[config.mk]
export PLATFORM = sky130hd
export DESIGN_NAME = doorbell_change_scanner
export DESIGN_NICKNAME = d
export VERILOG_FILES = /design/src/rtl/dcs_pkg.sv /design/src/rtl/doorbell_change_scanner.sv /design/src/rtl/dcs_alu.sv /design/src/rtl/dcs_tail_store.sv
export SDC_FILE = /design/constraint.sdc
export NUM_CORES = 2
export LEC_CHECK = 0
export BUFFER_PORTS_ARGS = -buffer_cell sky130_fd_sc_hd__buf_2
export CAP_MARGIN = 20
export CORE_UTILIZATION = 58
export CTS_CLUSTER_DIAMETER = 30
export DETAILED_ROUTE_END_ITERATION = 7
export PLACE_DENSITY = 0.82
export SLEW_MARGIN = 0
export SYNTH_ARGS = -nofsm -noshare
export SYNTH_HDL_FRONTEND = slang
export SYNTH_SLANG_ARGS = --single-unit
[constraint.sdc]
create_clock -name clk_i -period 10.2 [get_ports clk_i]
set_clock_uncertainty 0.05 [all_clocks]
set_input_delay 2.04 -clock clk_i [delete_from_list [all_inputs] [get_ports clk_i]]
set_output_delay 2.04 -clock clk_i [all_outputs]
set_load 0.05 [all_outputs]
[src/rtl/dcs_pkg.sv]
// Shared types, codes and constants of the doorbell change scanner.
`timescale 1ns / 1ps

package dcs_pkg;

  // Default number of I/O queue pairs
  localparam int unsigned DefaultNumIoQueues = 16;

  // Configuration port address width (five registers at byte offsets 0..16)
  localparam int unsigned CfgAddrW = 5;

  // Register reset values
  localparam logic [23:0] BaseIntervalRst = 24'd1000;
  localparam logic [31:0] MinLimitRst     = 32'd10;
  localparam logic [31:0] MaxLimitRst     = 32'd1000000;
  localparam logic        RouteRst        = 1'b1;
  localparam logic [4:0]  IoCountRst      = 5'd0;

  // Divide by ten as multiply by reciprocal, then shift
  localparam logic [31:0] Recip10      = 32'hCCCC_CCCD;
  localparam int unsigned Recip10Shift = 35;

  // Upper interval bound factor over the base interval
  localparam logic [31:0] HiFactor = 32'd100;

  // Input word modes
  typedef enum logic [1:0] {
    MODE_CTRL_WRITE = 2'd0,
    MODE_DOORBELL   = 2'd1,
    MODE_QUEUE_MARK = 2'd2,
    MODE_POLL       = 2'd3
  } mode_e;

  // Result word kinds
  typedef enum logic [2:0] {
    EVT_ENABLED      = 3'd0,
    EVT_DISABLED     = 3'd1,
    EVT_CTRL_CHANGED = 3'd2,
    EVT_ADMIN_TAIL   = 3'd3,
    EVT_IO_TAIL      = 3'd4,
    EVT_SUMMARY      = 3'd5
  } event_kind_e;

  // Configuration register indexes (paddr[4:2])
  typedef enum logic [2:0] {
    REG_BASE  = 3'd0,
    REG_MIN   = 3'd1,
    REG_MAX   = 3'd2,
    REG_ROUTE = 3'd3,
    REG_COUNT = 3'd4
  } cfg_reg_e;

  // Shared arithmetic unit operations
  typedef enum logic [1:0] {
    ALU_MUL = 2'd0,
    ALU_ADD = 2'd1,
    ALU_MAX = 2'd2,
    ALU_MIN = 2'd3
  } alu_op_e;

  // Sequencer states
  typedef enum logic [3:0] {
    ST_IDLE,
    ST_CTRL,
    ST_SCAN,
    ST_LO,
    ST_LO_CLAMP,
    ST_HI,
    ST_HI_CLAMP,
    ST_STEP,
    ST_CLAMP
  } state_e;

  // Request to the shared arithmetic unit
  typedef struct packed {
    alu_op_e     op;
    logic [32:0] a;
    logic [32:0] b;
  } alu_req_t;

endpackage

[src/rtl/doorbell_change_scanner.sv]
// Top level: config registers, control tracking and the poll sequencer.
`timescale 1ns / 1ps

// Doorbell change scanner. Control-word writes, doorbell writes and queue
// create/delete marks leave busy low and give no result. A poll tick keeps
// busy high through the control check and, when scanning is on (control bit
// 0 and the ready flag set), a scan of one queue per cycle (admin first)
// through the single read port of the tail store up to count, which is
// io_queue_count limited to NUM_IO_QUEUES, then through six steps of the
// shared multiply/compare unit for the interval update. Each result word is
// shown for exactly one cycle with result_valid_o and cannot be held off;
// the summary word (last_o high) appears in the cycle in which busy falls,
// and a new item may be started in that same cycle. Stored tails read as
// zero after reset through valid bits, with no clearing pass.

module doorbell_change_scanner
  import dcs_pkg::*;
#(
  parameter int unsigned NUM_IO_QUEUES = DefaultNumIoQueues
) (
  input  logic                clk_i,
  input  logic                rst_ni,
  // Configuration port
  input  logic                psel,
  input  logic                penable,
  input  logic                pwrite,
  input  logic [CfgAddrW-1:0] paddr,
  input  logic [31:0]         pwdata,
  output logic [31:0]         prdata,
  output logic                pready,
  // Command side
  input  logic                start,
  output logic                busy,
  input  logic [1:0]          mode_i,
  input  logic [5:0]          reg_index_i,
  input  logic [31:0]         write_value_i,
  input  logic [4:0]          queue_id_i,
  input  logic                created_i,
  // Result side
  output logic                result_valid_o,
  output logic [2:0]          event_kind_o,
  output logic [4:0]          queue_number_o,
  output logic [15:0]         new_tail_o,
  output logic                route_o,
  output logic                had_work_o,
  output logic [31:0]         next_interval_us_o,
  output logic                last_o
);

  localparam int unsigned Depth = NUM_IO_QUEUES + 1;
  localparam int unsigned AddrW = $clog2(Depth);
  localparam logic [AddrW-1:0] MaxCount = AddrW'(NUM_IO_QUEUES);
  localparam logic [Depth-1:0] LiveRst  = Depth'(1);

  // Configuration registers
  logic [23:0] base_q;
  logic [31:0] min_q;
  logic [31:0] max_q;
  logic        route_cfg_q;
  logic [4:0]  io_count_q;
  logic        cfg_we;

  // Sequencer and tracking state
  state_e           state_q, state_d;
  logic [AddrW-1:0] q_q, q_d;
  logic             work_q, work_d;
  logic             ready_q, ready_d;
  logic [31:0]      shadow_q, shadow_d;
  logic [31:0]      ctrl_seen_q, ctrl_seen_d;
  logic [Depth-1:0] live_q, live_d;
  logic [31:0]      poll_q, poll_d;
  logic [31:0]      lo_q, lo_d;
  logic [31:0]      hi_q, hi_d;
  logic [32:0]      iv_q, iv_d;

  // Result register
  logic        res_valid_q, res_valid_d;
  event_kind_e res_kind_q, res_kind_d;
  logic [4:0]  res_queue_q, res_queue_d;
  logic [15:0] res_tail_q, res_tail_d;
  logic        res_route_q, res_route_d;
  logic        res_work_q, res_work_d;
  logic [31:0] res_next_q, res_next_d;
  logic        res_last_q, res_last_d;

  // Store and unit hookup
  logic             accept;
  logic             db_in_range;
  logic             qid_in_range;
  logic             db_we;
  logic             seen_we;
  logic [AddrW-1:0] rd_addr;
  logic [15:0]      tail_rd;
  logic [15:0]      seen_rd;
  logic [AddrW-1:0] count_eff;
  alu_req_t         alu_req;
  logic [63:0]      alu_y;

  assign pready = 1'b1;
  assign cfg_we = psel && penable && pwrite;
  assign busy   = (state_q != ST_IDLE);
  assign accept = start && !busy;

  // Write configuration registers
  always_ff @(posedge clk_i or negedge rst_ni) begin
    if (!rst_ni) begin
      base_q      <= BaseIntervalRst;
      min_q       <= MinLimitRst;
      max_q       <= MaxLimitRst;
      route_cfg_q <= RouteRst;
      io_count_q  <= IoCountRst;
    end else if (cfg_we) begin
      unique case (cfg_reg_e'(paddr[4:2]))
        REG_BASE:  base_q      <= pwdata[23:0];
        REG_MIN:   min_q       <= pwdata;
        REG_MAX:   max_q       <= pwdata;
        REG_ROUTE: route_cfg_q <= pwdata[0];
        REG_COUNT: io_count_q  <= pwdata[4:0];
        default: ;
      endcase
    end
  end

  // Read back configuration registers
  always_comb begin
    unique case (cfg_reg_e'(paddr[4:2]))
      REG_BASE:  prdata = {8'd0, base_q};
      REG_MIN:   prdata = min_q;
      REG_MAX:   prdata = max_q;
      REG_ROUTE: prdata = {31'd0, route_cfg_q};
      REG_COUNT: prdata = {27'd0, io_count_q};
      default:   prdata = '0;
    endcase
  end

  // Range checks on incoming words and the scan limit
  assign db_in_range  = !reg_index_i[0] && (32'(reg_index_i[5:1]) <= NUM_IO_QUEUES);
  assign qid_in_range = (queue_id_i != 5'd0) && (32'(queue_id_i) <= NUM_IO_QUEUES);
  assign count_eff    = (32'(io_count_q) > NUM_IO_QUEUES) ? MaxCount : AddrW'(io_count_q);

  dcs_tail_store #(
    .NumIoQueues (NUM_IO_QUEUES)
  ) u_store (
    .clk_i        (clk_i),
    .rst_ni       (rst_ni),
    .db_we_i      (db_we),
    .db_waddr_i   (AddrW'(reg_index_i[5:1])),
    .db_wdata_i   (write_value_i[15:0]),
    .seen_we_i    (seen_we),
    .seen_waddr_i (q_q),
    .seen_wdata_i (tail_rd),
    .rd_addr_i    (rd_addr),
    .tail_o       (tail_rd),
    .seen_o       (seen_rd)
  );

  dcs_alu u_alu (
    .req_i (alu_req),
    .y_o   (alu_y)
  );

  // State and tracking registers
  always_ff @(posedge clk_i or negedge rst_ni) begin
    if (!rst_ni) begin
      state_q     <= ST_IDLE;
      q_q         <= '0;
      work_q      <= 1'b0;
      ready_q     <= 1'b0;
      shadow_q    <= '0;
      ctrl_seen_q <= '0;
      live_q      <= LiveRst;
      poll_q      <= 32'(BaseIntervalRst);
      res_valid_q <= 1'b0;
    end else begin
      state_q     <= state_d;
      q_q         <= q_d;
      work_q      <= work_d;
      ready_q     <= ready_d;
      shadow_q    <= shadow_d;
      ctrl_seen_q <= ctrl_seen_d;
      live_q      <= live_d;
      poll_q      <= poll_d;
      res_valid_q <= res_valid_d;
    end
  end

  // Interval temporaries and result payload
  always_ff @(posedge clk_i) begin
    lo_q <= lo_d;
    hi_q <= hi_d;
    iv_q <= iv_d;
    if (res_valid_d) begin
      res_kind_q  <= res_kind_d;
      res_queue_q <= res_queue_d;
      res_tail_q  <= res_tail_d;
      res_route_q <= res_route_d;
      res_work_q  <= res_work_d;
      res_next_q  <= res_next_d;
      res_last_q  <= res_last_d;
    end
  end

  // Sequence one item
  always_comb begin
    state_d     = state_q;
    q_d         = q_q;
    work_d      = work_q;
    ready_d     = ready_q;
    shadow_d    = shadow_q;
    ctrl_seen_d = ctrl_seen_q;
    live_d      = live_q;
    poll_d      = poll_q;
    lo_d        = lo_q;
    hi_d        = hi_q;
    iv_d        = iv_q;
    res_valid_d = 1'b0;
    res_kind_d  = EVT_SUMMARY;
    res_queue_d = '0;
    res_tail_d  = '0;
    res_route_d = 1'b0;
    res_work_d  = 1'b0;
    res_next_d  = '0;
    res_last_d  = 1'b0;
    db_we       = 1'b0;
    seen_we     = 1'b0;
    rd_addr     = '0;
    alu_req     = '{op: ALU_ADD, a: '0, b: '0};

    unique case (state_q)
      ST_IDLE: begin
        if (accept) begin
          unique case (mode_e'(mode_i))
            MODE_CTRL_WRITE: shadow_d = write_value_i;
            MODE_DOORBELL:   db_we = db_in_range;
            MODE_QUEUE_MARK: begin
              if (qid_in_range) live_d[AddrW'(queue_id_i)] = created_i;
            end
            MODE_POLL: begin
              work_d  = 1'b0;
              state_d = ST_CTRL;
            end
            default: ;
          endcase
        end
      end

      // Report a control word change, track the enable edge
      ST_CTRL: begin
        if (shadow_q != ctrl_seen_q) begin
          work_d      = 1'b1;
          ctrl_seen_d = shadow_q;
          res_valid_d = 1'b1;
          res_kind_d  = EVT_CTRL_CHANGED;
          if (shadow_q[0] && !ctrl_seen_q[0]) begin
            ready_d    = 1'b1;
            res_kind_d = EVT_ENABLED;
          end else if (!shadow_q[0] && ctrl_seen_q[0]) begin
            ready_d    = 1'b0;
            res_kind_d = EVT_DISABLED;
          end
        end
        if (shadow_q[0] && ready_d) begin
          q_d     = '0;
          state_d = ST_SCAN;
        end else begin
          state_d = ST_LO;
        end
      end

      // Compare one queue per cycle while the next one is read
      ST_SCAN: begin
        rd_addr = (q_q == count_eff) ? '0 : AddrW'(q_q + 1'b1);
        if (live_q[q_q] && (tail_rd != seen_rd)) begin
          seen_we     = 1'b1;
          work_d      = 1'b1;
          res_valid_d = 1'b1;
          res_kind_d  = (q_q == '0) ? EVT_ADMIN_TAIL : EVT_IO_TAIL;
          res_queue_d = 5'(q_q);
          res_tail_d  = tail_rd;
          res_route_d = route_cfg_q;
        end
        if (q_q == count_eff) begin
          state_d = ST_LO;
        end else begin
          q_d = AddrW'(q_q + 1'b1);
        end
      end

      // Lower bound: base / 10
      ST_LO: begin
        alu_req = '{op: ALU_MUL, a: 33'(base_q), b: 33'(Recip10)};
        lo_d    = 32'(alu_y >> Recip10Shift);
        state_d = ST_LO_CLAMP;
      end

      // Raise lower bound to the global minimum
      ST_LO_CLAMP: begin
        alu_req = '{op: ALU_MAX, a: 33'(lo_q), b: 33'(min_q)};
        lo_d    = alu_y[31:0];
        state_d = ST_HI;
      end

      // Upper bound: base * 100
      ST_HI: begin
        alu_req = '{op: ALU_MUL, a: 33'(base_q), b: 33'(HiFactor)};
        hi_d    = alu_y[31:0];
        state_d = ST_HI_CLAMP;
      end

      // Lower upper bound to the global maximum
      ST_HI_CLAMP: begin
        alu_req = '{op: ALU_MIN, a: 33'(hi_q), b: 33'(max_q)};
        hi_d    = alu_y[31:0];
        state_d = ST_STEP;
      end

      // Halve on work, else grow by a quarter without wrap
      ST_STEP: begin
        if (work_q) begin
          alu_req = '{op: ALU_ADD, a: 33'(poll_q[31:1]), b: '0};
        end else begin
          alu_req = '{op: ALU_ADD, a: 33'(poll_q), b: 33'(poll_q[31:2])};
        end
        iv_d    = alu_y[32:0];
        state_d = ST_CLAMP;
      end

      // Clamp, store the new interval and send the summary
      ST_CLAMP: begin
        if (work_q) begin
          alu_req = '{op: ALU_MAX, a: iv_q, b: 33'(lo_q)};
        end else begin
          alu_req = '{op: ALU_MIN, a: iv_q, b: 33'(hi_q)};
        end
        poll_d      = alu_y[31:0];
        res_valid_d = 1'b1;
        res_kind_d  = EVT_SUMMARY;
        res_work_d  = work_q;
        res_next_d  = alu_y[31:0];
        res_last_d  = 1'b1;
        state_d     = ST_IDLE;
      end

      default: state_d = ST_IDLE;
    endcase
  end

  assign result_valid_o     = res_valid_q;
  assign event_kind_o       = res_kind_q;
  assign queue_number_o     = res_queue_q;
  assign new_tail_o         = res_tail_q;
  assign route_o            = res_route_q;
  assign had_work_o         = res_work_q;
  assign next_interval_us_o = res_next_q;
  assign last_o             = res_last_q;

endmodule

[src/rtl/dcs_alu.sv]
// Shared multiply, add and min/max unit used by the interval update steps.
`timescale 1ns / 1ps

module dcs_alu
  import dcs_pkg::*;
(
  input  alu_req_t    req_i,
  output logic [63:0] y_o
);

  // Pick one operation per cycle
  always_comb begin
    unique case (req_i.op)
      ALU_MUL: y_o = 64'(req_i.a[31:0]) * 64'(req_i.b[31:0]);
      ALU_ADD: y_o = 64'(req_i.a) + 64'(req_i.b);
      ALU_MAX: y_o = (req_i.a > req_i.b) ? 64'(req_i.a) : 64'(req_i.b);
      ALU_MIN: y_o = (req_i.a < req_i.b) ? 64'(req_i.a) : 64'(req_i.b);
      default: y_o = '0;
    endcase
  end

endmodule

[src/rtl/dcs_tail_store.sv]
// Submission tail and seen-tail memories with per-entry valid bits.
`timescale 1ns / 1ps

module dcs_tail_store
  import dcs_pkg::*;
#(
  parameter int unsigned NumIoQueues = DefaultNumIoQueues
) (
  input  logic                                 clk_i,
  input  logic                                 rst_ni,
  input  logic                                 db_we_i,
  input  logic [$clog2(NumIoQueues + 1)-1:0]   db_waddr_i,
  input  logic [15:0]                          db_wdata_i,
  input  logic                                 seen_we_i,
  input  logic [$clog2(NumIoQueues + 1)-1:0]   seen_waddr_i,
  input  logic [15:0]                          seen_wdata_i,
  input  logic [$clog2(NumIoQueues + 1)-1:0]   rd_addr_i,
  output logic [15:0]                          tail_o,
  output logic [15:0]                          seen_o
);

  localparam int unsigned Depth = NumIoQueues + 1;

  logic [15:0]      tail_mem [Depth];
  logic [15:0]      seen_mem [Depth];
  logic [Depth-1:0] tail_vld_q;
  logic [Depth-1:0] seen_vld_q;
  logic [15:0]      tail_rd_q;
  logic [15:0]      seen_rd_q;
  logic             tail_rd_vld_q;
  logic             seen_rd_vld_q;

  // Track which entries were written since reset
  always_ff @(posedge clk_i or negedge rst_ni) begin
    if (!rst_ni) begin
      tail_vld_q    <= '0;
      seen_vld_q    <= '0;
      tail_rd_vld_q <= 1'b0;
      seen_rd_vld_q <= 1'b0;
    end else begin
      if (db_we_i) tail_vld_q[db_waddr_i] <= 1'b1;
      if (seen_we_i) seen_vld_q[seen_waddr_i] <= 1'b1;
      tail_rd_vld_q <= tail_vld_q[rd_addr_i];
      seen_rd_vld_q <= seen_vld_q[rd_addr_i];
    end
  end

  // Write and read the arrays, read data registered
  always_ff @(posedge clk_i) begin
    if (db_we_i) tail_mem[db_waddr_i] <= db_wdata_i;
    if (seen_we_i) seen_mem[seen_waddr_i] <= seen_wdata_i;
    tail_rd_q <= tail_mem[rd_addr_i];
    seen_rd_q <= seen_mem[rd_addr_i];
  end

  // Unwritten entries read as zero
  assign tail_o = tail_rd_vld_q ? tail_rd_q : 16'd0;
  assign seen_o = seen_rd_vld_q ? seen_rd_q : 16'd0;

endmodule

==> key figures <==
Synth
  – Mapped Nets: roughly 8,800
  – Unique cell type count in the Yosys netlist: about 110
  – Top cell type's share of synthesized area: between 20% and 30%
  – Syn Inst Count: 7,437
  – Seq/Total Area, Yosys: 36.23%
  – Number of synthesized flops with an enable pin: 700
  – Post-synthesis register bit count: 987
  – Post-synthesis async set-or-reset flop share: around 26%
  – Post-synth top area cell: edfxtp_1
  – Syn avg cell area: 10.42 um2
  – Syn. warnings: 0
  – Ranking of synthesized cells by area: edfxtp_1, fa_1, dfrtp_1, ha_1, inv_1
  – Cell Area, Synth: 77,490 um2
  – Ys flop type: edfxtp_1

Drt
  – Vias: 61,230
  – # DRC: 0
  – Final wirelength: 265.2 mm
  – DR pass1 iterations: 8
  – Vias per cell: 6.400
  – ANT nets after route: 0
  – Routed len/inst: ~28 um
  – Iter 0 DRT Violations: 7,664

Timing
  – Max Fclk: 99.13 MHz
  – Slew headroom: 9.880%
  – Final setup violation count: 0
  – Least-Margin Pin Slew: 1352 ps
  – TNS Setup: 0 ps
  – Period minus WS final: 10,090 ps
  – Crit share post-route: 98.90%
  – Final Hold Viols: 0
  – Final Max Tran Viols: 0
  – Fin worst setup slack: 112.3 ps

Placed design
  – Area after DPL: 82,250 um2
  – Pre-CTS setup slack: -52.46 ps
  – DP Wirelength: 187.9 mm
  – RePlAce Congestion: 1.072
  – Placed cells: just over 9,000
  – Port Buffer Count: 179

Clock network
  – CTS Hold Bufs: 0
  – TritonCTS clock tree: built
  – H-tree depth: 4
  – Clk sinks: about 990
  – Clk buf depth: 3
  – Clock root cell: clkbuf_16
  – Reg clk slew, reported paths: 60 ps
  – CTS Buf Count: 139
  – Worst-Skew Late Latency: 780 ps

Pwr
  – Clock Power Share: between 10% and 20%
  – Sequential group share of total power: a little under a fifth
  – Logic gate share of total power: 64.8%
  – Switching power: 15.53 mW
  – Switching Share: between 50% and 60%
  – Cell internal pwr: 14.26 mW
  – Pwr per Cell Area: 341.2 nW/um2
  – Leak pwr: 38.31 nW
  – Max VDD drop: 0.4060 mV

Die
  – Initial Util: 58.72%
  – Top Ports: 183
  – Die H: 367.5 um
  – Die Width: 367.5 um
  – Die Footprint: 135,100 um2
  – Core ar.: 132,000 um2
  – Rows: 133

GRT
  – Vias in the first global route: 63,630
  – First-pass GRT wire length: 392.8 mm
  – Total global-route track usage: between 30 and 40%
  – Total grt overflow: 0
  – Initial antenna violation count: 9
  – Largest net degree at the start of global routing: ~140

Critical path
  – Critical path fanouts, max: 11
  – Critical Path RT: approximately 11,000 ps
  – CP Data Arrival Time: roughly 11,000 ps
  – Critical path class: register to register
  – Cell mode on critical path: fa_1
  – Crit. End Element: register
  – Critical Path Slowest Stage Cell: a221o_1
  – Max incr delay on CP: 700 ps
  – Crit start category: register

Hold path
  – Hold WC Path Type: register to register

Status
  – Status: finished, final reports clean

Finish
  – Post-layout net count: ~9,000
  – P&R area growth vs syn: 12.65%
  – Commonest non-fill, non-tap cells in the layout: inv_1, fa_1, nand2_1
  – Post-route cell area: 87,290 um2
  – Commonest non-fill, non-tap cell in the layout: inv_1
  – Layout cell share with drive strength beyond 1: approximately 15%
  – Non-filler instance count after layout: 9,566

Flow run
  – Max Cap Violations: 0
critical path: cells and delay by family, from the launching register on:
kind	cells	cell delay, ps
flops	1	380
compound gates	7	1840
simple gates	5	1510
fa+ha+maj	10	4420
mux	1	220
buf+inv	9	1340
kinds of logic after synthesis:
| kind of cell | share of synthesized area, % |
|---|---|
| buf+inv | 7.796 |
| compound gates | 8.928 |
| mux | 5.047 |
| flops | 36.23 |
| simple gates | 12.01 |
| other cells | 0.004839 |
| fa+ha+maj | 28.56 |
| xor+xnor | 1.435 |
metrics by stage:
stage,utilization [%],hold slack (ps),power [mW]
final,66.15,317.2,29.79
after global routing,66.14,323.3,30.87
after CTS,65.95,317.8,28.92
after detailed placement,62.33,308.8,23.88
after global placement,62.24,308.0,23.51
after floorplan,-,367.6,16.19
repair_timing:
action / 4_1_cts / 5_1_grt
resized for setup: 1 / 30
setup endpoints to repair: 1 / 33
pin swaps: 0 / 2
setup buffers: 0 / 9
cloned: 0 / 1
worst paths after layout:
path / start / endpoint / slack [ps] / depth (start not counted)
hold reg to reg: live_q[0] / live_q[0] / 320 / 0
max in group asynchronous: rst_ni / u_store.seen_vld_q[0] / 7080 / 2
setup / recovery: state_q[1] / lo_q[27] / 110 / 32
min in group asynchronous: rst_ni / min_q[14] / 1300 / 1
hold / removal: live_q[0] / live_q[0] / 320 / 0
setup reg to reg: state_q[1] / lo_q[27] / 110 / 32
routing by layer:
metal | global-route usage, % | wire [um] | share of wire, %
met1 | 46.91 | 87700 | 33
met2 | 60.95 | 118500 | 45
met3 | 11.04 | 33420 | 13
met4 | 31.20 | 25570 | 9.6
met5 | 0 | 13 | 0.0049
power by group through the flow:
| stage | Combinational (mW) | Sequential (mW) | Clock (mW) |
|---|---|---|---|
| after global placement | 17.9 | 5.58 | 0 |
| after CTS | 18.5 | 5.56 | 4.89 |
| after floorplan | 10.5 | 5.71 | 0 |
| final | 19.3 | 5.59 | 4.88 |
| after detailed placement | 18.3 | 5.62 | 0 |
| after global routing | 20.2 | 5.63 | 5.06 |
flip-flops by register name, indices dropped and copies added, names as in the netlist, 32 cells and up:
register / count
lo_q: 32
hi_q: 32
max_q: 32
min_q: 32
poll_q: 32
ctrl_seen_q: 32
shadow_q: 32
iv_q: 33
next_interval_us_o: 32
u_store.seen_mem: 272
u_store.tail_mem: 272
synthesized netlist by cell type (all sizes together) (21+ instances only):
master   count
nor2b       27
nor4        33
buf        123
a21oi      233
a221oi      29
dfxtp       32
inv       1095
a31oi       36
mux2i      141
a311oi      23
clkbuf     322
edfxtp     700
a22oi       65
nand4       21
a211oi      37
mux2       182
nor3        88
ha         335
dfstp       23
and3        50
o31ai       33
o211ai      53
a221o       32
o22ai       49
dfrtp      232
nor2       808
fa         896
or3         48
and2        28
or2         38
o221ai      42
a21o        48
nand3       68
xor2        66
a2111oi     21
xnor2       58
o21ai      205
nand2      897
area by class of cell:
type,count,area [um2]
inverters,1115,4233
fillers,9529,44670
well taps,1755,2196
clock buffers,165,3677
clock inverters,93,1106
diodes,9,22.52
repair buffers,552,4272
multi-input cells,4890,43720
flip-flops and latches,987,28070
Note: power is estimated with default switching activity, not from simulation.
